==> src/rdsa_pkg.sv <==
// ----------------------------------------------------------------------------
// rdsa_pkg
// Shared widths, constants and control types of the row distance score block.
// ----------------------------------------------------------------------------
package rdsa_pkg;

   localparam int ELEM_W   = 16;   // Q3.12 element
   localparam int PROD_W   = 32;   // one element product, Q.24
   localparam int NORM_W   = 43;   // squared norm sum, unsigned Q.24
   localparam int DOT_W    = 44;   // dot product sum, signed Q.24
   localparam int DIFF_W   = 46;   // 2*dot - norms, signed Q.25
   localparam int TEMP_W   = 16;   // temperature, signed Q7.8
   localparam int SCORE_W  = 48;   // score, signed Q.24
   localparam int HALF_W   = 23;   // split point of the diff for the multiply
   localparam int PLO_W    = HALF_W + 1 + TEMP_W;        // 40
   localparam int PHI_W    = (DIFF_W - HALF_W) + TEMP_W; // 39
   localparam int FULL_W   = 62;   // full diff * temperature product
   localparam int RND_SH   = 9;    // Q.33 -> Q.24
   localparam int CSR_AW   = 3;
   localparam int CSR_DW   = 32;

   localparam logic signed [TEMP_W-1:0] TEMP_RESET = 16'sd256;

   // register word index, taken from paddr[2]
   localparam logic REG_TEMPERATURE = 1'b0;

   localparam logic signed [SCORE_W-1:0] SCORE_MAX = {1'b0, {(SCORE_W-1){1'b1}}};
   localparam logic signed [SCORE_W-1:0] SCORE_MIN = {1'b1, {(SCORE_W-1){1'b0}}};

   typedef struct packed {
      logic accept;     // load element products
      logic diff_load;  // capture diff, clear the row sums
      logic mul_load;   // capture partial products
      logic out_load;   // load the result register
   } cmd_type;

endpackage

==> src/rdsa_csr.sv <==
// ----------------------------------------------------------------------------
// rdsa_csr
// APB-style register file holding the temperature register.
// ----------------------------------------------------------------------------
module rdsa_csr (
   input  logic                                   clock,
   input  logic                                   reset,
   input  logic                                   psel,
   input  logic                                   penable,
   input  logic                                   pwrite,
   input  logic [rdsa_pkg::CSR_AW-1:0]            paddr,
   input  logic [rdsa_pkg::CSR_DW-1:0]            pwdata,
   output logic [rdsa_pkg::CSR_DW-1:0]            prdata,
   output logic                                   pready,
   output logic signed [rdsa_pkg::TEMP_W-1:0]     temperature
);

   logic signed [rdsa_pkg::TEMP_W-1:0] temperature_ff;
   logic signed [rdsa_pkg::TEMP_W-1:0] temperature_in;
   logic                               wr_en;

   assign pready = 1'b1;
   assign wr_en  = psel && penable && pwrite && (paddr[2] == rdsa_pkg::REG_TEMPERATURE);

   always_comb begin
      temperature_in = temperature_ff;
      if (wr_en) begin
         temperature_in = pwdata[rdsa_pkg::TEMP_W-1:0];
      end
   end

   always_ff @(posedge clock) begin
      if (reset) begin
         temperature_ff <= rdsa_pkg::TEMP_RESET;
      end else begin
         temperature_ff <= temperature_in;
      end
   end

   always_comb begin
      prdata = '0;
      if (paddr[2] == rdsa_pkg::REG_TEMPERATURE) begin
         prdata = {{(rdsa_pkg::CSR_DW-rdsa_pkg::TEMP_W){temperature_ff[rdsa_pkg::TEMP_W-1]}},
                   temperature_ff};
      end
   end

   assign temperature = temperature_ff;

endmodule

==> src/rdsa_ctrl.sv <==
// ----------------------------------------------------------------------------
// rdsa_ctrl
// Sequencer: streams elements, then walks the row score through the datapath.
// ----------------------------------------------------------------------------
module rdsa_ctrl (
   input  logic                clock,
   input  logic                reset,
   input  logic                req_valid,
   input  logic                req_last_element,
   output logic                req_stall,
   output logic                rsp_valid,
   input  logic                rsp_stall,
   output rdsa_pkg::cmd_type   cmd
);

   typedef enum logic [2:0] {
      S_IDLE,
      S_ACC,
      S_DIFF,
      S_MUL,
      S_SUM
   } state_type;

   state_type state_ff, state_in;
   logic      out_vld_ff, out_vld_in;
   logic      out_free;

   // result register is free if empty or drained this cycle
   assign out_free = !out_vld_ff || !rsp_stall;

   always_comb begin
      cmd           = '0;
      state_in      = state_ff;
      out_vld_in    = out_vld_ff;
      if (out_vld_ff && !rsp_stall) begin
         out_vld_in = 1'b0;
      end
      case (state_ff)
         S_IDLE: begin
            cmd.accept = req_valid;
            if (req_valid && req_last_element) begin
               state_in = S_ACC;
            end
         end
         S_ACC: begin
            state_in = S_DIFF;
         end
         S_DIFF: begin
            cmd.diff_load = 1'b1;
            state_in      = S_MUL;
         end
         S_MUL: begin
            cmd.mul_load = 1'b1;
            state_in     = S_SUM;
         end
         S_SUM: begin
            if (out_free) begin
               cmd.out_load = 1'b1;
               out_vld_in   = 1'b1;
               state_in     = S_IDLE;
            end
         end
         default: begin
            state_in = S_IDLE;
         end
      endcase
   end

   always_ff @(posedge clock) begin
      if (reset) begin
         state_ff   <= S_IDLE;
         out_vld_ff <= 1'b0;
      end else begin
         state_ff   <= state_in;
         out_vld_ff <= out_vld_in;
      end
   end

   assign req_stall = (state_ff != S_IDLE);
   assign rsp_valid = out_vld_ff;

endmodule

==> src/rdsa_datapath.sv <==
// ----------------------------------------------------------------------------
// rdsa_datapath
// Element multipliers, saturating row sums, split score multiply, rounding.
// ----------------------------------------------------------------------------
module rdsa_datapath (
   input  logic                                   clock,
   input  logic                                   reset,
   input  rdsa_pkg::cmd_type                      cmd,
   input  logic signed [rdsa_pkg::ELEM_W-1:0]     query_element,
   input  logic signed [rdsa_pkg::ELEM_W-1:0]     key_element,
   input  logic                                   last_row,
   input  logic signed [rdsa_pkg::TEMP_W-1:0]     temperature,
   output logic signed [rdsa_pkg::SCORE_W-1:0]    score,
   output logic                                   final_row,
   output logic                                   saturated
);

   localparam int PW = rdsa_pkg::PROD_W;
   localparam int NW = rdsa_pkg::NORM_W;
   localparam int DW = rdsa_pkg::DOT_W;
   localparam int FW = rdsa_pkg::FULL_W;
   localparam int SH = rdsa_pkg::RND_SH;
   localparam int SW = rdsa_pkg::SCORE_W;
   localparam int HW = rdsa_pkg::HALF_W;
   localparam int OVF_W = FW - SH - SW + 1;  // top bits that must all match

   // product stage
   logic signed [PW-1:0] qq_ff, kk_ff, qk_ff;
   logic                 prod_vld_ff;
   logic                 row_flag_ff;

   // row sums
   logic [NW-1:0]        qn_ff, qn_in;
   logic [NW-1:0]        kn_ff, kn_in;
   logic [DW-1:0]        dot_ff, dot_in;
   logic [NW:0]          qn_sum, kn_sum;
   logic [DW:0]          dot_sum;

   // score stages
   logic [rdsa_pkg::DIFF_W-1:0]            diff_ff, diff_in;
   logic signed [rdsa_pkg::PLO_W-1:0]      plo_ff;
   logic signed [rdsa_pkg::PHI_W-1:0]      phi_ff;
   logic signed [FW-1:0]                   full;
   logic                                   ovf;

   logic signed [SW-1:0] score_ff;
   logic                 final_row_ff;
   logic                 saturated_ff;

   always_ff @(posedge clock) begin
      if (cmd.accept) begin
         qq_ff       <= PW'(query_element) * PW'(query_element);
         kk_ff       <= PW'(key_element) * PW'(key_element);
         qk_ff       <= PW'(query_element) * PW'(key_element);
         row_flag_ff <= last_row;
      end
   end

   always_ff @(posedge clock) begin
      if (reset) begin
         prod_vld_ff <= 1'b0;
      end else begin
         prod_vld_ff <= cmd.accept;
      end
   end

   // saturating accumulate; squares are never negative
   assign qn_sum  = {1'b0, qn_ff} + {{(NW+1-PW){1'b0}}, qq_ff};
   assign kn_sum  = {1'b0, kn_ff} + {{(NW+1-PW){1'b0}}, kk_ff};
   assign dot_sum = {dot_ff[DW-1], dot_ff} + {{(DW+1-PW){qk_ff[PW-1]}}, qk_ff};

   always_comb begin
      qn_in  = qn_ff;
      kn_in  = kn_ff;
      dot_in = dot_ff;
      if (cmd.diff_load) begin
         qn_in  = '0;
         kn_in  = '0;
         dot_in = '0;
      end else if (prod_vld_ff) begin
         qn_in  = qn_sum[NW] ? {NW{1'b1}} : qn_sum[NW-1:0];
         kn_in  = kn_sum[NW] ? {NW{1'b1}} : kn_sum[NW-1:0];
         if (dot_sum[DW] != dot_sum[DW-1]) begin
            dot_in = {dot_sum[DW], {(DW-1){!dot_sum[DW]}}};
         end else begin
            dot_in = dot_sum[DW-1:0];
         end
      end
   end

   always_ff @(posedge clock) begin
      if (reset) begin
         qn_ff  <= '0;
         kn_ff  <= '0;
         dot_ff <= '0;
      end else begin
         qn_ff  <= qn_in;
         kn_ff  <= kn_in;
         dot_ff <= dot_in;
      end
   end

   // 2*dot - qn - kn, Q.25
   assign diff_in = {dot_ff[DW-1], dot_ff, 1'b0}
                  - {3'b000, qn_ff}
                  - {3'b000, kn_ff};

   always_ff @(posedge clock) begin
      if (cmd.diff_load) begin
         diff_ff <= diff_in;
      end
   end

   // diff = hi * 2^23 + lo, lo unsigned
   always_ff @(posedge clock) begin
      if (cmd.mul_load) begin
         plo_ff <= rdsa_pkg::PLO_W'($signed({1'b0, diff_ff[HW-1:0]}))
                 * rdsa_pkg::PLO_W'(temperature);
         phi_ff <= rdsa_pkg::PHI_W'($signed(diff_ff[rdsa_pkg::DIFF_W-1:HW]))
                 * rdsa_pkg::PHI_W'(temperature);
      end
   end

   // recombine, add half an lsb, floor shift by 9, clip to 48 bits
   assign full = (FW'(phi_ff) <<< HW) + FW'(plo_ff) + FW'(256);
   assign ovf  = (full[FW-1 -: OVF_W] != {OVF_W{full[FW-1]}});

   always_ff @(posedge clock) begin
      if (cmd.out_load) begin
         final_row_ff <= row_flag_ff;
         saturated_ff <= ovf;
         if (ovf) begin
            score_ff <= full[FW-1] ? rdsa_pkg::SCORE_MIN : rdsa_pkg::SCORE_MAX;
         end else begin
            score_ff <= full[SH+SW-1:SH];
         end
      end
   end

   assign score     = score_ff;
   assign final_row = final_row_ff;
   assign saturated = saturated_ff;

endmodule

==> src/row_distance_score_accumulator_core.sv <==
// ----------------------------------------------------------------------------
// row_distance_score_accumulator_core
// Scaled negative half squared distance between paired query and key rows.
// Throughput: one element beat per cycle inside a row; the sequencer stalls
//   the element side after each last-element beat while the score is formed.
// Score path: the last-element beat is followed by ACC, DIFF, MUL and SUM.
// Reset (synchronous): clears row sums, sequencer and result valid; sets
//   temperature to 1.0 (Q7.8 256).
// ----------------------------------------------------------------------------
module row_distance_score_accumulator_core (
   input  logic                                   clock,
   input  logic                                   reset,
   // element beats
   input  logic                                   req_valid,
   output logic                                   req_stall,
   input  logic signed [rdsa_pkg::ELEM_W-1:0]     req_query_element,
   input  logic signed [rdsa_pkg::ELEM_W-1:0]     req_key_element,
   input  logic                                   req_last_element,
   input  logic                                   req_last_row,
   // score beats
   output logic                                   rsp_valid,
   input  logic                                   rsp_stall,
   output logic signed [rdsa_pkg::SCORE_W-1:0]    rsp_score,
   output logic                                   rsp_final_row,
   output logic                                   rsp_saturated,
   // register port
   input  logic                                   csr_psel,
   input  logic                                   csr_penable,
   input  logic                                   csr_pwrite,
   input  logic [rdsa_pkg::CSR_AW-1:0]            csr_paddr,
   input  logic [rdsa_pkg::CSR_DW-1:0]            csr_pwdata,
   output logic [rdsa_pkg::CSR_DW-1:0]            csr_prdata,
   output logic                                   csr_pready
);

   // Sequence per row:
   //   element beats: products registered, summed next cycle (saturating)
   //   last beat -> ACC (last sum) -> DIFF (2*dot - norms, sums clear)
   //   -> MUL (24x16 and 23x16 partial products) -> SUM (round, clip, result reg)
   // The result register parts the two sides, so a new row can stream in
   // while the previous score still waits for the sink.

   rdsa_pkg::cmd_type                  cmd;
   logic signed [rdsa_pkg::TEMP_W-1:0] temperature;

   rdsa_csr u_csr (
      .clock       (clock),
      .reset       (reset),
      .psel        (csr_psel),
      .penable     (csr_penable),
      .pwrite      (csr_pwrite),
      .paddr       (csr_paddr),
      .pwdata      (csr_pwdata),
      .prdata      (csr_prdata),
      .pready      (csr_pready),
      .temperature (temperature)
   );

   rdsa_ctrl u_ctrl (
      .clock            (clock),
      .reset            (reset),
      .req_valid        (req_valid),
      .req_last_element (req_last_element),
      .req_stall        (req_stall),
      .rsp_valid        (rsp_valid),
      .rsp_stall        (rsp_stall),
      .cmd              (cmd)
   );

   rdsa_datapath u_dp (
      .clock         (clock),
      .reset         (reset),
      .cmd           (cmd),
      .query_element (req_query_element),
      .key_element   (req_key_element),
      .last_row      (req_last_row),
      .temperature   (temperature),
      .score         (rsp_score),
      .final_row     (rsp_final_row),
      .saturated     (rsp_saturated)
   );

endmodule

==> config.mk <==
export PLATFORM = sky130hd
export DESIGN_NAME = row_distance_score_accumulator_core
export DESIGN_NICKNAME = d
export VERILOG_FILES = /design/src/rdsa_pkg.sv /design/src/rdsa_csr.sv /design/src/rdsa_ctrl.sv /design/src/rdsa_datapath.sv /design/src/row_distance_score_accumulator_core.sv
export SDC_FILE = /design/constraint.sdc
export NUM_CORES = 2
export LEC_CHECK = 0
export ABC_CLOCK_PERIOD_IN_PS = 7500
export BUFFER_PORTS_ARGS = -buffer_cell sky130_fd_sc_hd__buf_2
export CORE_ASPECT_RATIO = 1.75
export CORE_UTILIZATION = 56
export DETAILED_ROUTE_END_ITERATION = 12
export GPL_ROUTABILITY_DRIVEN = 0
export HOLD_SLACK_MARGIN = 0.06
export PLACE_DENSITY = 0.79
export SYNTH_ARGS = -nofsm -noshare
export SYNTH_HDL_FRONTEND = slang
export SYNTH_SLANG_ARGS = --single-unit
==> constraint.sdc <==
create_clock -name clock -period 7.5 [get_ports clock]
set_input_delay 0.375 -clock clock [delete_from_list [all_inputs] [get_ports clock]]
set_output_delay 0.375 -clock clock [all_outputs]
set_load 0.005 [all_outputs]
After elaboration in Yosys (flattened, before gate mapping)
Cells that the tools add are included.
Storage, ports and cells
  bits in writable memories: 0
  logic and storage cells: 68
  ROM bits: 0
  memories: 0
  register bits: 423
  latch bits: 0
Operators by class
  shift-type cells: 0
  $add $sub $neg: 7
  divide/modulo/power cells: 0
  bitwise gates (word level): 1
  multiplexer cells: 17
  reductions and logical operators: 13
  magnitude comparators: 0
  equality and inequality tests: 8
  $mul: 5
Operators with widths (count)
  multiplier 16 x 16 -> 32 bit: 3
  two-way mux 48 bit: 2
  adder 43 x 32 -> 44 bit: 2
  two-way mux 43 bit: 2
  adder 62 x 10 -> 62 bit, second input constant: 1
  adder 62 x 40 -> 62 bit: 1
  subtractor 45 x 44 -> 46 bit: 1
  subtractor 46 x 43 -> 46 bit: 1
  adder 44 x 32 -> 45 bit: 1
  two-way mux 44 bit: 1
  multiplier 24 x 16 -> 40 bit: 1
  multiplier 23 x 16 -> 39 bit: 1
  two-way mux 32 bit: 1
  case mux 3 bit (5 select lines): 1
  two-way mux 1 bit: 8
  == test 3 x 2 -> 1 bit, second input constant: 2
  two-way mux 3 bit: 2
  logical AND 1 bit: 5
  inequality test 5 bit: 1
  inequality test 2 x 1 -> 1 bit, second input constant: 2
  == test 3 x 1 -> 1 bit, second input constant: 1
  == test 3 bit, second input constant: 1
  logical NOT 1 bit: 3
  logical NOT 3 bit: 1
  6 further kinds: 6

Longest topological paths before layout
  depth in word-level cells: 5
  mapped depth: 29
  mapped depth without buffers: 27

Cells and area by module
From an unflattened synthesis, not the netlist that was laid out.
Unflattened totals
  cells, all modules: 8565
  area, all modules: 78920.7 um^2
By module, submodules not included
  rdsa_datapath: sequential area each 10490.1 um^2, area each 77748.3 um^2, cells an instance 8440, times used 1
  rdsa_csr: sequential area each 320.3 um^2, area each 978.4 um^2, cells an instance 105, times used 1
  rdsa_ctrl: sequential area each 80.1 um^2, area each 193.9 um^2, cells an instance 20, times used 1

Worst setup path after synthesis
No wires, ideal clock.
  path kind: register to register
  start point: register u_csr.temperature_ff, in the netlist u_csr.temperature[1]
  end point: register u_dp.plo_ff[38] in the netlist's numbering (data pin)
  arrival: 6.505 ns
  stages on the path, launching flop included: 27
  data required time: 7.242 ns
  setup time: 0.258 ns
  setup slack: 0.737 ns
  clock period less this slack: 6.763 ns
  cell sequence: dfxtp_1 clkbuf_1 clkbuf_1 nand2_1 fa_1 inv_1 fa_1 inv_1 fa_1 inv_1 fa_1 fa_1 inv_1 fa_1 inv_1 ha_1 and3_1 a221o_1 a21o_1 a31oi_1 o21ai_1 a221oi_1 o211ai_1 a31oi_1 nand2b_1 a211oi_1 nor2_1
On the way
  longest elaborated chain between the ends: 1
RTL lines
  start: declaration: RTL line rdsa_csr.sv:18  | logic signed [rdsa_pkg::TEMP_W-1:0] temperature_ff;
  start signal: assignment: RTL line rdsa_csr.sv:34  | temperature_ff <= rdsa_pkg::TEMP_RESET;
  start signal: assignment: RTL line rdsa_csr.sv:36  | temperature_ff <= temperature_in;
  multiplier 24 x 16 -> 40 bit: RTL line rdsa_datapath.sv:118  | * rdsa_pkg::PLO_W'(temperature);
  end signal: assignment: RTL line rdsa_datapath.sv:117  | plo_ff <= rdsa_pkg::PLO_W'($signed({1'b0, diff_ff[HW-1:0]}))
  end: declaration: RTL line rdsa_datapath.sv:41  | logic signed [rdsa_pkg::PLO_W-1:0] plo_ff;
Every way passes these cells.
A chain may end at the register's enable or synchronous reset.

Worst setup path after layout
  start point: register u_csr.temperature_ff, in the netlist u_csr.temperature[9]
  end point: register u_dp.phi_ff[38] in the netlist's numbering (data pin)
On the way
  longest elaborated chain between the ends: 1
RTL lines
  multiplier 23 x 16 -> 39 bit: RTL line rdsa_datapath.sv:120  | * rdsa_pkg::PHI_W'(temperature);
  end signal: assignment: RTL line rdsa_datapath.sv:119  | phi_ff <= rdsa_pkg::PHI_W'($signed(diff_ff[rdsa_pkg::DIFF_W-1:HW]))
  end: declaration: RTL line rdsa_datapath.sv:42  | logic signed [rdsa_pkg::PHI_W-1:0] phi_ff;
Every way passes these cells.

==> key figures <==
Run status
  – Outcome: complete, no violations

Detailed routing
  – Routed WL per cell: 18.9 µm
  – Vias: 58200
  – Post-Route WL: 196000 µm
  – Initial DRC Count: 3238
  – Final ANT Viol Nets: 0
  – Vias/cell: 5.61
  – DRC violations left: 0
  – Drt pass-1 iters: 6

Logic synthesis
  – Post-synthesis xor/xnor area fraction: 4.20%
  – Post-synthesis sequential area ratio: 14.0%
  – Synth async-reset ratio: 0%
  – Cell count after synthesis: 8456
  – Post-synth top flop: edfxtp_1
  – Post-synth EDFFs: 262
  – Compound-Gate Fraction of Synth Area: 9.56%
  – Number of synthesized register bits: 413
  – Ys Warns: 0
  – Mux cell area share after synthesis: 0.0258%
  – Synth Area in Adders: 48.1%
  – Main combinational cell family by area after synthesis: adder cells
  – Syn_nets: 10600
  – Simple-gate share of the synthesized area: 13.2%
  – Post-Syn Area: 77600 µm²
  – Post-synth cell types: 104
  – Mapped Avg Cell Area: 9.17 µm²

STA
  – Period utilization: 96.1%
  – Hold Vio Cnt, Final: 0
  – Pin slew with the least headroom to its limit: 1.22 ns
  – Max Clk Rate: 139 MHz
  – Final setup viols: 0
  – Final-report max-slew violation count: 0
  – Rel. slew slack: 17.9%
  – WHS: 0.0883 ns
  – Minimum clock period: 7.21 ns
  – Worst Clk Skew: 0.0321 ns

Clock tree
  – TritonCTS clock tree: built
  – Clk buf depth: 3
  – Clock latency on the worst-skew pair: 0.63 ns
  – Clock sinks: 413
  – Clock buffer count from CTS: 42
  – H-Tree Depth: 2
  – Worst-path clk slew: 0.07 ns
  – Root buf cell: clkbuf_16

Global routing
  – GRT Total Usage: 28.4%
  – First-pass GRT wire length: 314000 µm
  – Via count of the first global-routing pass: 63700
  – Largest net degree at the start of global routing: 93
  – Antenna violations before repair: 3
  – Overflow after GRT: 0

Critical path
  – Crit-path max FO: 18
  – Req. time, crit path: 7.87 ns
  – Worst setup EP type: flop
  – CP Class: reg2reg
  – Critical Path AT: 7.58 ns
  – CP startpoint kind: flop
  – R2R cell count: 23

Floorplanning
  – # rows: 180
  – Core ar.: 137000 µm²
  – Initial Util: 56.5%
  – Die Wd: 283 µm
  – I/O pins: 161
  – Die Height: 494 µm
  – Die Area: 140000 µm²

Pwr
  – Power Total: 34.4 mW
  – Maximum VDD drop: 0.000823 V
  – Power per cell area: 417 nW/µm²
  – Leakage: 40.8 nW

Finish
  – Commonest non-fill, non-tap cells in the layout: 1885 x inv_1, 1438 x fa_1, 940 x nand2_1, 675 x ha_1, 472 x and2_1
  – Proportion of layout cells with a drive suffix above 1: 5.71%
  – Area grow syn2layout: 6.31%
  – Nets: 10700
  – Final instance area: 82500 µm²
  – Ant. Diodes: 0
  – Leading cell type in the layout, fill and taps excluded: inv_1

Placed design
  – Placed cell areas: 80700 µm²
  – Port Buffers: 141
  – Dpl hpwl: 159000 µm

Min path
  – Hold Crit Class: in2reg
  – Worst hold path cell count: 3

Job
  – Max cap viols: 0
-- Yosys cell counts, types with 31 or more instances --
cell type	count	share of area, %
inv_1	1885	9.1
o21a_1	50	0.48
a31oi_1	69	0.56
dfxtp_1	151	3.9
and2_1	472	3.8
nand4_1	31	0.25
nor2_1	323	1.6
nand2b_1	72	0.58
clkbuf_1	282	1.4
xor2_1	118	1.3
nor2b_1	54	0.44
nand3_1	77	0.50
nand2_1	940	4.5
a21o_1	151	1.5
edfxtp_1	262	10
xnor2_1	250	2.8
nor3_1	71	0.46
ha_1	675	11
fa_1	1438	37
o21ai_0	277	1.8
o21bai_1	38	0.37
a21oi_1	375	2.4
-- per-stage QoR --
stage	instances	util (%)	TNS, ns	setup slack, ns
after floorplan	8456	-	0	0.737
after global placement	10300	58.7	0	0.176
after detailed placement	10300	58.7	-0.0119	-0.0119
after CTS	10300	59.9	0	0.188
after global routing	10400	60.0	-0.0178	-0.0178
final	10400	60.0	0	0.291
-- power by group --
part / leakage (nW) / switching, mW / internal (mW)
logic: 36.4 / 15.6 / 11.9
clock network: 0.699 / 1.04 / 1.21
registers: 3.66 / 0.384 / 4.26
-- worst paths after layout --
| kind | startpoint | to | slack (ns) |
|---|---|---|---|
| hold reg to reg | u_dp.row_flag_ff | u_dp.final_row | 0.43 |
| setup reg to reg | u_csr.temperature[9] | u_dp.phi_ff[38] | 0.29 |
| setup / recovery | u_csr.temperature[9] | u_dp.phi_ff[38] | 0.29 |
| hold / removal | csr_pwdata[11] | u_csr.temperature[11] | 0.09 |
-- logic make-up after synthesis --
logic type / after synthesis
simple gates: 2151
other cells: 1
compound gates: 1186
flops: 413
fa+ha+maj: 2117
mux: 2
buf+inv: 2216
xor+xnor: 370
-- critical path: stages (launching register included) --
cell      delay [ns]
dfxtp_2         0.69
buf_4           0.39
nand2_1         0.11
fa_1            0.51
inv_1           0.06
fa_1            0.50
fa_1            0.58
fa_1            0.44
fa_1            0.49
inv_1           0.05
fa_1            0.51
inv_1           0.05
ha_1            0.31
a21o_1          0.17
a221oi_1        0.30
o21ai_0         0.14
a31oi_1         0.28
a31o_2          0.23
o211ai_1        0.16
o211ai_1        0.26
a21boi_1        0.10
o21a_1          0.20
o41ai_1         0.30
xnor2_1         0.10
-- flip-flops by register name (all words and copies together) (netlist names), 3 cells and up --
signal	count
u_ctrl.state_ff	3
u_dp.qn_ff	43
u_dp.qq_ff	31
u_dp.qk_ff	32
u_dp.phi_ff	39
u_csr.temperature	16
u_dp.plo_ff	32
u_dp.score	48
u_dp.kn_ff	43
u_dp.dot_ff	44
u_dp.kk_ff	31
u_dp.diff_ff	46
-- repair_timing --
item	4_1_cts	5_1_grt
hold endpoints to repair	17	0
setup buffers	0	18
hold buffers	17	0
setup endpoints to repair	0	7
gates resized for setup	0	6
-- metal layers --
metal | global-route usage, % | vias to the layer above | part of all wire [%] | wire (µm)
li1 | - | 26300 | - | -
met1 | 28.1 | 29000 | 33 | 64300
met2 | 53.4 | 2159 | 52 | 103000
met3 | 3.43 | 822 | 5.5 | 10700
met4 | 22.0 | 2 | 9.2 | 18100
met5 | 0 | - | 0.0061 | 12
-- layout make-up --
type | count | area [µm²]
fill | 11200 | 54900
clock inverter | 22 | 250
timing repair buffer | 340 | 2470
sequential | 413 | 10900
multi-input combinational | 5827 | 58300
tap | 1820 | 2280
inverter | 1890 | 7090
clock buffer | 55 | 1180
Note: power is estimated with default switching activity, not from simulation.
